$ cat src/rtl/text_console_char_writer_top_macros.svh
// Assertion macros for the text console writer.
// Included by the top level; no other dependencies.
`ifndef TEXT_CONSOLE_CHAR_WRITER_TOP_MACROS_SVH
`define TEXT_CONSOLE_CHAR_WRITER_TOP_MACROS_SVH

`ifndef SYNTHESIS

// Same-cycle implication, disabled during reset
`define TCCW_ASSERT_SAME(label, clk, rst, cond, expr) \
   label: assert property (@(posedge clk) disable iff (rst) (cond) |-> (expr)) \
      else $error("text console check failed");

// Next-cycle implication, disabled during reset
`define TCCW_ASSERT_NEXT(label, clk, rst, cond, expr) \
   label: assert property (@(posedge clk) disable iff (rst) (cond) |=> (expr)) \
      else $error("text console check failed");

`else

`define TCCW_ASSERT_SAME(label, clk, rst, cond, expr)
`define TCCW_ASSERT_NEXT(label, clk, rst, cond, expr)

`endif

`endif

$ cat src/rtl/tccw_pkg.sv
// Shared types and constants for the text console writer.
// No dependencies; imported by every module of the block.
package tccw_pkg;

   // Default screen geometry
   localparam int unsigned DEFAULT_COLUMNS = 80;
   localparam int unsigned DEFAULT_ROWS    = 50;

   // Cell and character codes
   localparam logic [15:0] BLANK_CELL     = 16'h0F20;
   localparam logic [7:0]  ATTR_RESET     = 8'h0F;
   localparam logic [7:0]  CODE_BACKSPACE = 8'd8;
   localparam logic [7:0]  CODE_NEWLINE   = 8'd10;

   // Request commands
   localparam logic CMD_PUT   = 1'b0;
   localparam logic CMD_CLEAR = 1'b1;

   typedef struct packed {
      logic       command;
      logic [7:0] char_code;
   } req_type;

   typedef struct packed {
      logic [11:0] cursor_position;
      logic [5:0]  cursor_line;
      logic [6:0]  cursor_column;
      logic        scrolled;
   } rsp_type;

   // Controller to datapath
   typedef struct packed {
      logic accept;       // latch incoming request
      logic exec;         // apply request to cursor and store
      logic sweep_start;  // restart the store sweep
      logic sweep_step;   // advance the store sweep one cell
      logic rsp_load;     // load the response register
   } tccw_cmd_type;

   // Datapath to controller
   typedef struct packed {
      logic is_clear;     // held request is a clear
      logic scroll;       // held request scrolls the screen
      logic sweep_last;   // sweep is at the last cell
      logic rsp_free;     // response register can take a new result
   } tccw_status_type;

   typedef enum logic [2:0] {
      ST_BOOT,
      ST_IDLE,
      ST_EXEC,
      ST_SWEEP,
      ST_DONE
   } ctrl_state_type;

endpackage

$ cat src/rtl/tccw_ctrl.sv
// Controller state machine for the text console writer.
// Depends on tccw_pkg; drives the datapath through tccw_cmd_type.
module tccw_ctrl
   import tccw_pkg::*;
(
   input  logic            clock,
   input  logic            reset,
   input  logic            req_valid,
   input  tccw_status_type status,
   output logic            req_ready,
   output tccw_cmd_type    cmd
);

   ctrl_state_type state_ff;
   ctrl_state_type state_in;

   // State register
   always_ff @(posedge clock) begin
      if (reset) begin
         state_ff <= ST_BOOT;
      end else begin
         state_ff <= state_in;
      end
   end

   // Next state
   always_comb begin
      state_in = state_ff;
      unique case (state_ff)
         ST_BOOT: begin
            if (status.sweep_last) state_in = ST_IDLE;
         end
         ST_IDLE: begin
            if (req_valid) state_in = ST_EXEC;
         end
         ST_EXEC: begin
            if (status.is_clear || status.scroll) state_in = ST_SWEEP;
            else state_in = ST_DONE;
         end
         ST_SWEEP: begin
            if (status.sweep_last) state_in = ST_DONE;
         end
         ST_DONE: begin
            if (status.rsp_free) state_in = ST_IDLE;
         end
         default: state_in = ST_BOOT;
      endcase
   end

   // Outputs
   always_comb begin
      cmd       = '0;
      req_ready = 1'b0;
      unique case (state_ff)
         ST_BOOT: begin
            cmd.sweep_step = 1'b1;
         end
         ST_IDLE: begin
            req_ready  = 1'b1;
            cmd.accept = req_valid;
         end
         ST_EXEC: begin
            cmd.exec        = 1'b1;
            cmd.sweep_start = status.is_clear || status.scroll;
         end
         ST_SWEEP: begin
            cmd.sweep_step = 1'b1;
         end
         ST_DONE: begin
            cmd.rsp_load = status.rsp_free;
         end
         default: begin
            cmd = '0;
         end
      endcase
   end

endmodule

$ cat src/rtl/tccw_datapath.sv
// Datapath for the text console writer: cursor, screen store, sweep, result.
// Depends on tccw_pkg; steered by tccw_ctrl through tccw_cmd_type.
module tccw_datapath
   import tccw_pkg::*;
#(
   parameter int unsigned SCREEN_COLUMNS = DEFAULT_COLUMNS,
   parameter int unsigned SCREEN_ROWS    = DEFAULT_ROWS
) (
   input  logic            clock,
   input  logic            reset,
   input  req_type         req_data,
   input  logic            csr_valid,
   input  logic [7:0]      csr_data,
   input  logic            rsp_ready,
   input  tccw_cmd_type    cmd,
   output tccw_status_type status,
   output logic            rsp_valid,
   output rsp_type         rsp_data
);

   localparam int unsigned CELL_COUNT = SCREEN_COLUMNS * SCREEN_ROWS;
   localparam int unsigned ADDR_W     = $clog2(CELL_COUNT);
   localparam int unsigned SRC_W      = ADDR_W + 1;
   localparam int unsigned LAST_START = (SCREEN_ROWS - 1) * SCREEN_COLUMNS;

   // Held request and architectural state
   req_type     req_ff;
   logic [5:0]  row_ff;
   logic [6:0]  col_ff;
   logic        scrolled_ff;
   logic [7:0]  attr_ff;

   // Sweep state and write pipeline
   logic [ADDR_W-1:0] sweep_ff;
   logic              copy_mode_ff;
   logic              wr_valid_ff;
   logic [ADDR_W-1:0] wr_addr_ff;
   logic              wr_copy_ff;
   logic [15:0]       rd_data_ff;

   // Response register
   logic    rsp_valid_ff;
   rsp_type rsp_ff;

   // Screen store
   logic [15:0] screen_mem [CELL_COUNT];

   logic              is_clear;
   logic              is_bs;
   logic              is_nl;
   logic [5:0]        bs_row;
   logic [6:0]        bs_col;
   logic [7:0]        col_inc;
   logic              at_end;
   logic              last_row;
   logic              scroll_need;
   logic [5:0]        row_in;
   logic [6:0]        col_in;
   logic [5:0]        cell_row;
   logic [6:0]        cell_col;
   logic [ADDR_W-1:0] cell_addr;
   logic [15:0]       cell_data;
   logic              cell_write;
   logic              below_last;
   logic [SRC_W-1:0]  src_wide;
   logic [ADDR_W-1:0] rd_addr;
   logic              mem_we;
   logic [ADDR_W-1:0] mem_waddr;
   logic [15:0]       mem_wdata;
   logic [12:0]       pos_full;

   // Request decode
   assign is_clear = (req_ff.command == CMD_CLEAR);
   assign is_bs    = (req_ff.char_code == CODE_BACKSPACE);
   assign is_nl    = (req_ff.char_code == CODE_NEWLINE);
   assign col_inc  = {1'b0, col_ff} + 8'd1;
   assign at_end   = (col_inc == 8'(SCREEN_COLUMNS));
   assign last_row = (row_ff == 6'(SCREEN_ROWS - 1));

   // Backspace target: previous column, or last column of previous row
   always_comb begin
      bs_row = row_ff;
      bs_col = col_ff;
      if (col_ff != 7'd0) begin
         bs_col = col_ff - 7'd1;
      end else if (row_ff != 6'd0) begin
         bs_row = row_ff - 6'd1;
         bs_col = 7'(SCREEN_COLUMNS - 1);
      end
   end

   assign scroll_need = !is_clear && !is_bs && (is_nl || at_end) && last_row;

   // Cursor after this request
   always_comb begin
      row_in = row_ff;
      col_in = col_ff;
      priority if (is_clear) begin
         row_in = 6'd0;
         col_in = 7'd0;
      end else if (is_bs) begin
         row_in = bs_row;
         col_in = bs_col;
      end else if (is_nl || at_end) begin
         row_in = last_row ? row_ff : row_ff + 6'd1;
         col_in = 7'd0;
      end else begin
         col_in = col_inc[6:0];
      end
   end

   // Cell touched by a put: backspace blanks the new spot, other codes but newline write here
   assign cell_row   = is_bs ? bs_row : row_ff;
   assign cell_col   = is_bs ? bs_col : col_ff;
   assign cell_addr  = ADDR_W'(cell_row) * ADDR_W'(SCREEN_COLUMNS) + ADDR_W'(cell_col);
   assign cell_data  = is_bs ? BLANK_CELL : {attr_ff, req_ff.char_code};
   assign cell_write = cmd.exec && !is_clear && !is_nl;

   // Sweep source: one row below, only while copying
   assign below_last = (sweep_ff < ADDR_W'(LAST_START));
   assign src_wide   = SRC_W'(sweep_ff) + SRC_W'(SCREEN_COLUMNS);
   assign rd_addr    = (copy_mode_ff && below_last) ? src_wide[ADDR_W-1:0] : '0;

   // Store write port: sweep pipeline first, then character writes
   always_comb begin
      mem_we    = 1'b0;
      mem_waddr = cell_addr;
      mem_wdata = cell_data;
      priority if (wr_valid_ff) begin
         mem_we    = 1'b1;
         mem_waddr = wr_addr_ff;
         mem_wdata = wr_copy_ff ? rd_data_ff : BLANK_CELL;
      end else if (cell_write) begin
         mem_we = 1'b1;
      end
   end

   // Screen store, registered read
   always_ff @(posedge clock) begin
      if (mem_we) begin
         screen_mem[mem_waddr] <= mem_wdata;
      end
      rd_data_ff <= screen_mem[rd_addr];
   end

   // Held request
   always_ff @(posedge clock) begin
      if (cmd.accept) begin
         req_ff <= req_data;
      end
   end

   // Cursor, scroll flag, attribute
   always_ff @(posedge clock) begin
      if (reset) begin
         row_ff      <= 6'd0;
         col_ff      <= 7'd0;
         scrolled_ff <= 1'b0;
         attr_ff     <= ATTR_RESET;
      end else begin
         if (cmd.exec) begin
            row_ff      <= row_in;
            col_ff      <= col_in;
            scrolled_ff <= scroll_need;
         end
         if (csr_valid) begin
            attr_ff <= csr_data;
         end
      end
   end

   // Sweep counter and write pipeline; reset starts a blanking pass
   always_ff @(posedge clock) begin
      if (reset) begin
         sweep_ff     <= '0;
         copy_mode_ff <= 1'b0;
         wr_valid_ff  <= 1'b0;
      end else begin
         if (cmd.sweep_start) begin
            sweep_ff     <= '0;
            copy_mode_ff <= !is_clear;
         end else if (cmd.sweep_step) begin
            sweep_ff <= sweep_ff + ADDR_W'(1);
         end
         wr_valid_ff <= cmd.sweep_step;
      end
   end

   always_ff @(posedge clock) begin
      wr_addr_ff <= sweep_ff;
      wr_copy_ff <= copy_mode_ff && below_last;
   end

   // Response register
   assign pos_full = 13'(row_ff) * 13'(SCREEN_COLUMNS) + 13'(col_ff);

   always_ff @(posedge clock) begin
      if (reset) begin
         rsp_valid_ff <= 1'b0;
      end else if (cmd.rsp_load) begin
         rsp_valid_ff <= 1'b1;
      end else if (rsp_ready) begin
         rsp_valid_ff <= 1'b0;
      end
   end

   always_ff @(posedge clock) begin
      if (cmd.rsp_load) begin
         rsp_ff.cursor_position <= pos_full[11:0];
         rsp_ff.cursor_line     <= row_ff;
         rsp_ff.cursor_column   <= col_ff;
         rsp_ff.scrolled        <= scrolled_ff;
      end
   end

   assign rsp_valid = rsp_valid_ff;
   assign rsp_data  = rsp_ff;

   // Status back to the controller
   assign status.is_clear   = is_clear;
   assign status.scroll     = scroll_need;
   assign status.sweep_last = (sweep_ff == ADDR_W'(CELL_COUNT - 1));
   assign status.rsp_free   = !rsp_valid_ff || rsp_ready;

endmodule

$ cat src/rtl/text_console_char_writer_top.sv
// Channel   | ports                          | carries
// ----------+--------------------------------+-------------------------------
// request   | req_valid, req_ready, req_data | command, char_code
// response  | rsp_valid, rsp_ready, rsp_data | cursor position, line, column, scrolled
// csr write | csr_valid, csr_ready, csr_data | text attribute byte
//
// Put character, newline, backspace: the request passes EXEC, then DONE loads the
// response and the controller returns to IDLE for the next request. Scroll and clear:
// a SWEEP state first runs over all SCREEN_COLUMNS*SCREEN_ROWS cells (4000 at 80x50).
// After reset a blanking pass over all SCREEN_COLUMNS*SCREEN_ROWS cells runs with
// req_ready low; csr writes are always taken.
// A stalled response holds only the load step; one more request may run meanwhile.
//
// Top level of the text console writer: controller plus datapath.
// Depends on tccw_pkg, tccw_ctrl, tccw_datapath and the assertion macro header.
`include "text_console_char_writer_top_macros.svh"

module text_console_char_writer_top
   import tccw_pkg::*;
#(
   parameter int unsigned SCREEN_COLUMNS = DEFAULT_COLUMNS,
   parameter int unsigned SCREEN_ROWS    = DEFAULT_ROWS
) (
   input  logic       clock,
   input  logic       reset,
   input  logic       req_valid,
   output logic       req_ready,
   input  req_type    req_data,
   output logic       rsp_valid,
   input  logic       rsp_ready,
   output rsp_type    rsp_data,
   input  logic       csr_valid,
   output logic       csr_ready,
   input  logic [7:0] csr_data
);

   tccw_cmd_type    ctrl_cmd;
   tccw_status_type dp_status;

   // Attribute register takes a write any cycle
   assign csr_ready = 1'b1;

   tccw_ctrl u_ctrl (
      .clock     (clock),
      .reset     (reset),
      .req_valid (req_valid),
      .status    (dp_status),
      .req_ready (req_ready),
      .cmd       (ctrl_cmd)
   );

   tccw_datapath #(
      .SCREEN_COLUMNS (SCREEN_COLUMNS),
      .SCREEN_ROWS    (SCREEN_ROWS)
   ) u_datapath (
      .clock     (clock),
      .reset     (reset),
      .req_data  (req_data),
      .csr_valid (csr_valid),
      .csr_data  (csr_data),
      .rsp_ready (rsp_ready),
      .cmd       (ctrl_cmd),
      .status    (dp_status),
      .rsp_valid (rsp_valid),
      .rsp_data  (rsp_data)
   );

   // One request at a time: busy right after acceptance
   `TCCW_ASSERT_NEXT(a_busy_after_accept, clock, reset, req_valid && req_ready, !req_ready)

   // Reported cursor stays on the screen
   `TCCW_ASSERT_SAME(a_cursor_on_screen, clock, reset, rsp_valid, (rsp_data.cursor_line < SCREEN_ROWS) && (rsp_data.cursor_column < SCREEN_COLUMNS))

   // A scroll leaves the cursor on the bottom row
   `TCCW_ASSERT_SAME(a_scroll_bottom_row, clock, reset, rsp_valid && rsp_data.scrolled, rsp_data.cursor_line == 6'(SCREEN_ROWS - 1))

   // Response load never overwrites a result still waiting
   `TCCW_ASSERT_SAME(a_load_when_free, clock, reset, ctrl_cmd.rsp_load, !rsp_valid || rsp_ready)

endmodule

$ cat config.mk
export PLATFORM = sky130hd
export DESIGN_NAME = text_console_char_writer_top
export DESIGN_NICKNAME = d
export VERILOG_FILES = /design/src/rtl/tccw_pkg.sv /design/src/rtl/tccw_ctrl.sv /design/src/rtl/tccw_datapath.sv /design/src/rtl/text_console_char_writer_top.sv
export VERILOG_INCLUDE_DIRS = /design/src /design/src/rtl
export SDC_FILE = /design/constraint.sdc
export NUM_CORES = 1
export LEC_CHECK = 0
export BUFFER_PORTS_ARGS = -buffer_cell sky130_fd_sc_hd__buf_2
export CAP_MARGIN = 15
export CORE_UTILIZATION = 43
export CTS_BUF_LIST = sky130_fd_sc_hd__clkbuf_8
export CTS_CLUSTER_DIAMETER = 100
export DETAILED_ROUTE_END_ITERATION = 12
export PLACE_DENSITY = 0.64
export RECOVER_POWER = 25
export SLEW_MARGIN = 20
export SYNTH_ARGS = -nofsm -noshare
export SYNTH_HDL_FRONTEND = slang
export SYNTH_HIERARCHICAL = 1
export SYNTH_SLANG_ARGS = --single-unit
$ cat constraint.sdc
create_clock -name clock -period 2.38 [get_ports clock]
set_input_delay 0.714 -clock clock [delete_from_list [all_inputs] [get_ports clock]]
set_output_delay 0.714 -clock clock [all_outputs]
set_load 0.01 [all_outputs]
==> results.yml, run 1 <==
clock_tree:
  path_clk_slew_ns: 0.07
  cts_tree: "yes"
  cts_sinks: 61
  hold_buffers: 0
  clockBufferDepth: 2
  cts_root_buf: "clkbuf_8"
  insertion_delay_ns: 0.34
  numCtsBuffers: 9
  cts_max_level: 3
synth:
  synth.avg_cell_area_um2: 10.4
  ys_ff_latch: 61
  ys_seq_area_share_pct: 46.4
  synth-main-ff-cell: "edfxtp_1"
  yosysWarnings: 6
  syn_inst: 317
  netlist_area_mm2: 0.00330
  synth_fp_nets: 360
  synth_edf_count: 31
  yosysUniqueCellTypes: 62
  synthArstFlopShare_pct: 0
route:
  via_per_inst: 5.10
  routedWlPerCell_um: 12.6
  ant_nets: 0
  wirelength_um: 6140
  vias: 2489
  drt_iter0_markers: 131
  drt-pass1-iter-count: 5
  drcViolationCount: 0
sta:
  fin_crit_ns: 2.31
  skew_ns: 0.00761
  setup_slack_ns: 0.0695
  rsz0062_at_grt: "true"
  setup_viol: 0
  max_freq_mhz: 433
  slew_headroom_pct: 59.3
  fin_crit_sh_pct: 97.1
  tightest_slew_ns: 0.604
  slew_violations: 0
  hold_violations: 0
pwr:
  p_int_uw: 1560
  p_sw_uw: 514
  powerDensity_mw_per_mm2: 517
  sw_frac_of_total_pct: 24.8
  clockPowerShare_pct: 38.8
  p_comb_share_pct: 6.2
  p_leak_uw: 0.00163
  seq_power_share_pct: 55.0
  vdd_ir_drop_max_mv: 0.298
global_route:
  grt_pass1_vias: 2227
  grt_busiest_layer: "met2"
  grtUsageMet3_pct: 4.02
  antenna_found_initial: 0
  grt.overflow.total: 0
  grt.met2_usage_pct: 25.2
  grt_pass1_wl_um: 10100
  grt_usage_pct: 16.7
  grt_max_degree: 22
  grt_use_met1_pct: 22.5
placement:
  portBuffers: 40
  gp_congestion: 0.834
  post-place-ws_ns: -0.00783
  dp.cells: 468
  hpwl_um: 4480
  place_area_mm2: 0.00374
min_path:
  hold_path_class: "reg2reg"
final_layout:
  instances_no_fill: 488
  drive_gt1_share_pct: 29.0
  most-common-layout-cells: "buf_2 (40), buf_4 (33), nor2_1 (31), edfxtp_1 (31), dfxtp_1 (29)"
  synthToLayoutAreaGrowth_pct: 21.6
  final_core_util_pct: 54.7
  nFillCells: 670
  seq_area_mm2: 0.00153
  final_common_cell: "buf_2"
  final_cell_area_mm2: 0.00401
  multi_input_area_mm2: 0.00167
  nets: 427
  num_antenna_cells: 0
worst_setup_path:
  cp-end-kind: "register"
  crit_required_ns: 2.66
  start_kind: "register"
  critPathTopFamily: "simple AND/OR/NAND/NOR gates"
  critPathKind: "reg2reg"
  cp_slowest_cell: "or4b_4"
  arrival_ns: 2.59
  critPathBufInv: 0
  max_stage_delay_ns: 0.47
  crit_chain: "ha_1, nand4_1, o31ai_2, nor3b_4, nor2_1, o21ai_1, or4b_4, a21oi_2"
  cp_max_fo: 4
die:
  fp-row-count: 31
  die_area_mm2: 0.00803
  dieWidth_um: 89.6
  core_mm2: 0.00733
  start_util_pct: 45.0
  ios: 51
  die-height_um: 89.6
job:
  maxCapViolations: 0
run_status:
  status: "complete, no violations"
[stage by stage]
stage	hold slack (ns)	TNS [ns]	power (uW)
2_1_floorplan	0.408	0	1250
3_3_place_gp	0.416	0	1280
3_5_place_dp	0.432	-0.00783	1290
4_1_cts	0.438	0	2090
5_1_grt	0.448	-0.140	2150
6_report	0.437	0	2070
[cells by family after synthesis]
family                   after synthesis  synth area share, %
AO/OA/AOI/OAI                         62                 12.9
XOR/XNOR                              26                 6.90
buffers and inverters                 34                 5.61
AND/OR/NAND/NOR                      106                 17.6
flip-flops                            61                 46.4
adder cells (fa/ha/maj)               21                 8.64
multiplexers                           6                 1.82
other                                  1                0.114
[routing by layer]
layer	part of all wire, %	vias to the layer above
met3	5.5	10
met5	0	-
li1	-	1274
met2	45	73
met1	48	1132
met4	1.8	0
[synthesized netlist by cell type (3+ instances only)]
| master | number | area share, % |
|---|---|---|
| a211oi_1 | 3 | 0.68 |
| a21o_1 | 6 | 1.4 |
| a21oi_1 | 18 | 2.7 |
| a22oi_1 | 5 | 1.1 |
| and3_1 | 3 | 0.57 |
| buf_4 | 7 | 1.6 |
| buf_6 | 4 | 1.4 |
| clkbuf_1 | 4 | 0.45 |
| dfxtp_1 | 30 | 18 |
| edfxtp_1 | 31 | 28 |
| fa_1 | 3 | 1.8 |
| ha_1 | 18 | 6.8 |
| inv_1 | 17 | 1.9 |
| mux2i_1 | 6 | 1.8 |
| nand2_1 | 13 | 1.5 |
| nand3_1 | 13 | 2.0 |
| nand4_1 | 4 | 0.76 |
| nor2_1 | 32 | 3.6 |
| nor2b_1 | 5 | 0.95 |
| nor3_1 | 12 | 1.8 |
| nor3b_1 | 4 | 0.91 |
| o21ai_0 | 7 | 1.1 |
| xnor2_1 | 14 | 3.7 |
| xor2_1 | 12 | 3.2 |
[sequential cells by signal (all words and copies together) (netlist names)]
register / count
u_datapath/rsp_data: 22
u_datapath/sweep_ff: 12
u_datapath/req_ff: 8
u_datapath/col_ff: 7
u_datapath/row_ff: 6
u_ctrl/state_ff: 3
u_datapath/is_clear: 1
u_datapath/rsp_valid: 1
u_datapath/scrolled_ff: 1
[power groups by stage]
stage               Sequential [uW]  Clock, uW  Combinational, uW
finish                         1140        805                129
global route                   1140        868                142
CTS                            1140        826                126
detailed placement             1160          0                124
global placement               1160          0                123
floorplan                      1160          0               90.0
[worst paths after layout]
path                            slack [ns]                                 from  cells past startpoint                          endpoint
worst max register to register        0.07    u_datapath/col_ff[0]$_SDFFE_PP0P_                      8   u_ctrl/state_ff[0]$_SDFFE_PP0P_
worst max-delay path                  0.07    u_datapath/col_ff[0]$_SDFFE_PP0P_                      8   u_ctrl/state_ff[0]$_SDFFE_PP0P_
worst min-delay path                  0.44  u_datapath/scrolled_ff$_SDFFE_PP0P_                      0  u_datapath/rsp_data[0]$_DFFE_PP_
worst min register to register        0.44  u_datapath/scrolled_ff$_SDFFE_PP0P_                      0  u_datapath/rsp_data[0]$_DFFE_PP_
[cell type report]
cell class | count | share of cell area, %
well taps | 99 | 3.09
inverters | 17 | 1.65
clock buffers | 9 | 3.09
repair buffers | 73 | 11.2
flip-flops and latches | 61 | 38.2
multi-input cells | 222 | 41.5
clock inverters | 7 | 1.28
[repair_timing]
action,CTS,global route
buffers inserted,3,1
endpoints found under the setup margin,1,21
gates resized for setup,2,12
pin swaps,2,6
Note: power is estimated with default switching activity, not from simulation.
==> run 2, diff against run 1 <==
--- a/config.mk
+++ b/config.mk
@@ -6,13 +6,13 @@
 export SDC_FILE = /design/constraint.sdc
 export NUM_CORES = 1
 export LEC_CHECK = 0
-export BUFFER_PORTS_ARGS = -buffer_cell sky130_fd_sc_hd__buf_2
 export CAP_MARGIN = 15
 export CORE_UTILIZATION = 43
 export CTS_BUF_LIST = sky130_fd_sc_hd__clkbuf_8
 export CTS_CLUSTER_DIAMETER = 100
 export DETAILED_ROUTE_END_ITERATION = 12
-export PLACE_DENSITY = 0.64
+export DONT_BUFFER_PORTS = 1
+export PLACE_DENSITY = 0.58
 export RECOVER_POWER = 25
 export SLEW_MARGIN = 20
 export SYNTH_ARGS = -nofsm -noshare
==> constraint.sdc (replaced) <==
create_clock -name clock -period 2.38 [get_ports clock]
set_input_delay 0.714 -clock clock [delete_from_list [all_inputs] [get_ports clock]]
set_output_delay 0.714 -clock clock [all_outputs]
set_load 0.02 [all_outputs]
==> run 2 against run 1 <==
Critical path depth did not move. Final cell count fell by 7.8%. Design area decreased by 5.0%. Wire length is 0.99% lower. Register-to-register slack about the same. Clock skew increased by 0.0014 ns. Combinational power shrank 12%. Critical endpoint is now u_datapath/rsp_data[25]$_DFFE_PP_. Highest routed layer unchanged.
==> results.yml, run 2 (synthesis results as in run 1) <==
worst_setup_path:
  start_kind: "register"
  critPathKind: "reg2reg"
  crit_chain: "ha_1, ha_1, inv_1, fa_1, nor3b_2, nand2_1, nor2_1, xnor2_1"
  arrival_ns: 2.39
  cpMostUsedCell: "ha_1"
  reg2reg_depth: 8
  cp-end-kind: "register"
  cp_slowest_cell: "dfxtp_1"
  crit_required_ns: 2.47
  cp_max_fo: 6
  max_stage_delay_ns: 0.48
die:
  dieWidth_um: 89.6
  core_mm2: 0.00733
  start_util_pct: 45.0
  die_area_mm2: 0.00803
  fp-row-count: 31
  ios: 51
  die-height_um: 89.6
sta:
  skew_ns: 0.00905
  slew_headroom_pct: 61.5
  rsz0062_at_grt: "true"
  hold_violations: 0
  fin_crit_ns: 2.30
  whs_ns: 0.433
  slew_violations: 0
  setup_slack_ns: 0.0787
  tightest_slew_ns: 0.571
  fin_crit_sh_pct: 96.7
  max_freq_mhz: 435
  setup_viol: 0
job:
  maxCapViolations: 0
clock_tree:
  clockBufferDepth: 2
  hold_buffers: 0
  cts_max_level: 3
  numCtsBuffers: 9
  cts_sinks: 61
  cts_tree: "yes"
  cts_root_buf: "clkbuf_8"
  path_clk_slew_ns: 0.07
  insertion_delay_ns: 0.34
min_path:
  min_delay_path_depth: 1
  hold_path_class: "in2reg"
global_route:
  grt_usage_pct: 16.6
  antenna_found_initial: 0
  grt_pass1_vias: 2112
  grt.overflow.total: 0
  grt_pass1_wl_um: 9960
  grt_max_degree: 24
final_layout:
  drive_gt1_share_pct: 19.1
  multi_input_area_mm2: 0.00166
  nets: 389
  most-common-layout-cells: "nor2_1 (31), edfxtp_1 (31), buf_4 (30), dfxtp_1 (30)"
  seq_area_mm2: 0.00153
  synthToLayoutAreaGrowth_pct: 15.5
  largest_reg_flops: 22
  instances_no_fill: 450
  num_antenna_cells: 0
  nFillCells: 665
route:
  via_per_inst: 5.21
  vias: 2344
  drt-pass1-iter-count: 4
  ant_nets: 0
  drcViolationCount: 0
  routedWlPerCell_um: 13.5
  wirelength_um: 6070
  drt_iter0_markers: 131
placement:
  portBuffers: 0
  gp_congestion: 0.822
  hpwl_um: 4350
  post-place-ws_ns: -0.0751
  dp.cells: 429
pwr:
  powerDensity_mw_per_mm2: 554
  vdd_ir_drop_max_mv: 0.398
  p_leak_uw: 0.00147
  power_uw: 2110
run_status:
  status: "complete, no violations"
[run 2: power breakdown]
group / internal, uW / switching (uW)
combinational: 54.8 / 59.6
clock: 467 / 389
sequential: 1120 / 23.0
total: 1640 / 471
[run 2: per-layer routing]
metal | global-route usage (%) | part of all wire, %
met1 | 23.4 | 50
met2 | 23.7 | 43
met3 | 4.02 | 5.1
met4 | 8.51 | 1.3
met5 | 0 | 0
[run 2: final timing paths]
path / end / slack [ns] / from
worst max-delay path: u_datapath/rsp_data[25]$_DFFE_PP_ / 0.08 / u_datapath/row_ff[3]$_SDFFE_PP0P_
worst min register to register: u_datapath/rsp_data[0]$_DFFE_PP_ / 0.44 / u_datapath/scrolled_ff$_SDFFE_PP0P_
worst max register to register: u_datapath/rsp_data[25]$_DFFE_PP_ / 0.08 / u_datapath/row_ff[3]$_SDFFE_PP0P_
worst min-delay path: u_ctrl/state_ff[0]$_SDFFE_PP0P_ / 0.43 / reset
[run 2: final cells by class]
type | count | share of cell area, %
clock buffers | 9 | 3.25
repair buffers | 35 | 6.40
flip-flops and latches | 61 | 40.2
multi-input cells | 222 | 43.7
clock inverters | 7 | 1.51
well taps | 99 | 3.25
inverters | 17 | 1.74
[run 2: critical path, delay by kind of cell, from the launching register on]
family                     cells  cell delay, ns
and+or+nand+nor                3            0.47
adders and majority gates      3            0.98
DFF                            1            0.48
xor gates and xnor gates       1            0.07
buffers and inverters          1            0.07
[run 2: repair_timing]
| action | in CTS | in global routing |
|---|---|---|
| endpoints found under the setup margin | 2 | 8 |
| resized for setup | 5 | 10 |
| pin swaps | 4 | 4 |
| setup buffers | 1 | 4 |
[run 2: through the flow]
step / instance area, um^2 / utilization (%) / setup TNS [ns]
after floorplan: 3320 / - / 0
after global placement: 3550 / 48.4 / -0.00277
after detailed placement: 3550 / 48.4 / -0.0925
after CTS: 3770 / 51.4 / 0
after global routing: 3810 / 52.0 / -0.157
final: 3810 / 52.0 / 0
==> run 3, diff against run 2 <==
--- a/config.mk
+++ b/config.mk
@@ -7,6 +7,7 @@
 export NUM_CORES = 1
 export LEC_CHECK = 0
 export CAP_MARGIN = 15
+export CORE_ASPECT_RATIO = 0.8
 export CORE_UTILIZATION = 43
 export CTS_BUF_LIST = sky130_fd_sc_hd__clkbuf_8
 export CTS_CLUSTER_DIAMETER = 100
@@ -14,7 +15,6 @@
 export DONT_BUFFER_PORTS = 1
 export PLACE_DENSITY = 0.58
 export RECOVER_POWER = 25
-export SLEW_MARGIN = 20
 export SYNTH_ARGS = -nofsm -noshare
 export SYNTH_HDL_FRONTEND = slang
 export SYNTH_HIERARCHICAL = 1
==> run 3 against run 2 <==
Hold slack got worse by 0.014 ns. Clock skew down 0.00093 ns. Via count grew 1.2%. Die area hardly changed. Combinational power barely moved. Utilization shrank 0.17 points. Clock power grew 17%. Register-to-register slack barely moved. Final cell count rose by 1.3%. Design area increased by 0.98%. Critical path type unchanged. Largest cell class unchanged.
==> results.yml, run 3 (synthesis results as in run 1) <==
run_status:
  status: "complete, no violations"
final_layout:
  most-common-layout-cells: "nor2_1 (31), edfxtp_1 (31), dfxtp_1 (29), buf_4 (27), a21oi_1 (18)"
  instances_no_fill: 456
  drive_gt1_share_pct: 18.8
  synthToLayoutAreaGrowth_pct: 16.6
  largest_reg_flops: 22
  num_antenna_cells: 0
  final_core_util_pct: 51.8
  nets: 389
worst_setup_path:
  start_kind: "register"
  cp_max_fo: 5
  critPathKind: "reg2reg"
  crit_required_ns: 2.63
  arrival_ns: 2.55
  cp-end-kind: "register"
die:
  fp-row-count: 28
  dieWidth_um: 100
  start_util_pct: 44.4
  ios: 51
  core_mm2: 0.00743
  die_area_mm2: 0.00803
  die-height_um: 80.4
sta:
  slew_violations: 0
  tightest_slew_ns: 0.635
  skew_ns: 0.00811
  whs_ns: 0.419
  max_freq_mhz: 435
  setup_slack_ns: 0.0809
  rsz0062_at_grt: "true"
  fin_crit_sh_pct: 96.6
  setup_viol: 0
  fin_setup_tns_ns: 0
  slew_headroom_pct: 57.7
  hold_violations: 0
  fin_crit_ns: 2.30
route:
  drt-pass1-iter-count: 4
  routedWlPerCell_um: 14.1
  ant_nets: 0
  drt_iter0_markers: 158
  wirelength_um: 6450
  via_per_inst: 5.20
  vias: 2371
  drcViolationCount: 0
clock_tree:
  path_clk_slew_ns: 0.07
  cts_root_buf: "clkbuf_8"
  numCtsBuffers: 9
  hold_buffers: 0
  insertion_delay_ns: 0.35
  cts_tree: "yes"
  clockBufferDepth: 2
  cts_max_level: 3
  cts_sinks: 61
placement:
  post-place-ws_ns: 0.00342
  gp_congestion: 0.812
  hpwl_um: 4600
  dp.cells: 438
  portBuffers: 0
pwr:
  p_leak_uw: 0.00149
  vdd_ir_drop_max_mv: 0.360
  powerDensity_mw_per_mm2: 586
global_route:
  antenna_found_initial: 0
  grt_max_degree: 24
  grt_pass1_wl_um: 10400
  grt_pass1_vias: 2106
  grt.overflow.total: 0
  grt_usage_pct: 17.4
min_path:
  hold_path_class: "in2reg"
job:
  maxCapViolations: 0
[run 3: power breakdown]
group / switching (uW) / total [uW] / internal (uW) / leakage, uW
logic: 60.7 / 115 / 54.0 / 0.000844
clock network: 413 / 998 / 585 / 0.000114
registers: 23.4 / 1140 / 1120 / 0.000528
total: 497 / 2260 / 1760 / 0.00149
[run 3: through the flow]
| step | total power [uW] | instance area [um^2] |
|---|---|---|
| after floorplan | 1250 | 3320 |
| after global placement | 1270 | 3580 |
| after detailed placement | 1280 | 3580 |
| after CTS | 2280 | 3820 |
| after global routing | 2350 | 3850 |
| final | 2260 | 3850 |
[run 3: final timing paths]
| path | cells after the start | startpoint | to | slack, ns |
|---|---|---|---|---|
| max reg2reg | 10 | u_datapath/req_ff[0]$_DFFE_PP_ | u_datapath/row_ff[5]$_SDFFE_PP0P_ | 0.08 |
| max | 10 | u_datapath/req_ff[0]$_DFFE_PP_ | u_datapath/row_ff[5]$_SDFFE_PP0P_ | 0.08 |
| min | 1 | reset | u_datapath/col_ff[0]$_SDFFE_PP0P_ | 0.42 |
| min reg2reg | 0 | u_datapath/scrolled_ff$_SDFFE_PP0P_ | u_datapath/rsp_data[0]$_DFFE_PP_ | 0.45 |
[run 3: worst max-delay path: stages, from the launching register on]
cell and delay, ns:
edfxtp_1 0.41, nor4b_4 0.33, nand2_2 0.11, inv_4 0.10, ha_4 0.20, a211oi_2 0.21, o21bai_1 0.08, a21oi_1 0.16
mux2i_1 0.12, or4_1 0.41, o311ai_1 0.08
[run 3: per-layer routing]
layer / vias up / global-route usage [%] / routed length [um]
met5: - / 0 / 0
met4: 0 / 5.74 / 77
met3: 7 / 6.53 / 375
met2: 71 / 24.0 / 2610
met1: 1091 / 24.8 / 3380
li1: 1202 / - / -
[run 3: area by class of cell]
class / count / area [um^2]
Tap cell: 105 / 131
Timing Repair Buffer: 35 / 241
Clock inverter: 7 / 91.3
Fill cell: 689 / 3580
Inverter: 17 / 66.3
Clock buffer: 9 / 124
Sequential cell: 61 / 1530
Multi-Input combinational cell: 222 / 1660
[run 3: what timing repair did]
| action | in CTS | in global routing |
|---|---|---|
| buffers inserted | 1 | 1 |
| pin swaps | 4 | 7 |
| setup endpoints to repair | 1 | 24 |
| resized for setup | 2 | 9 |
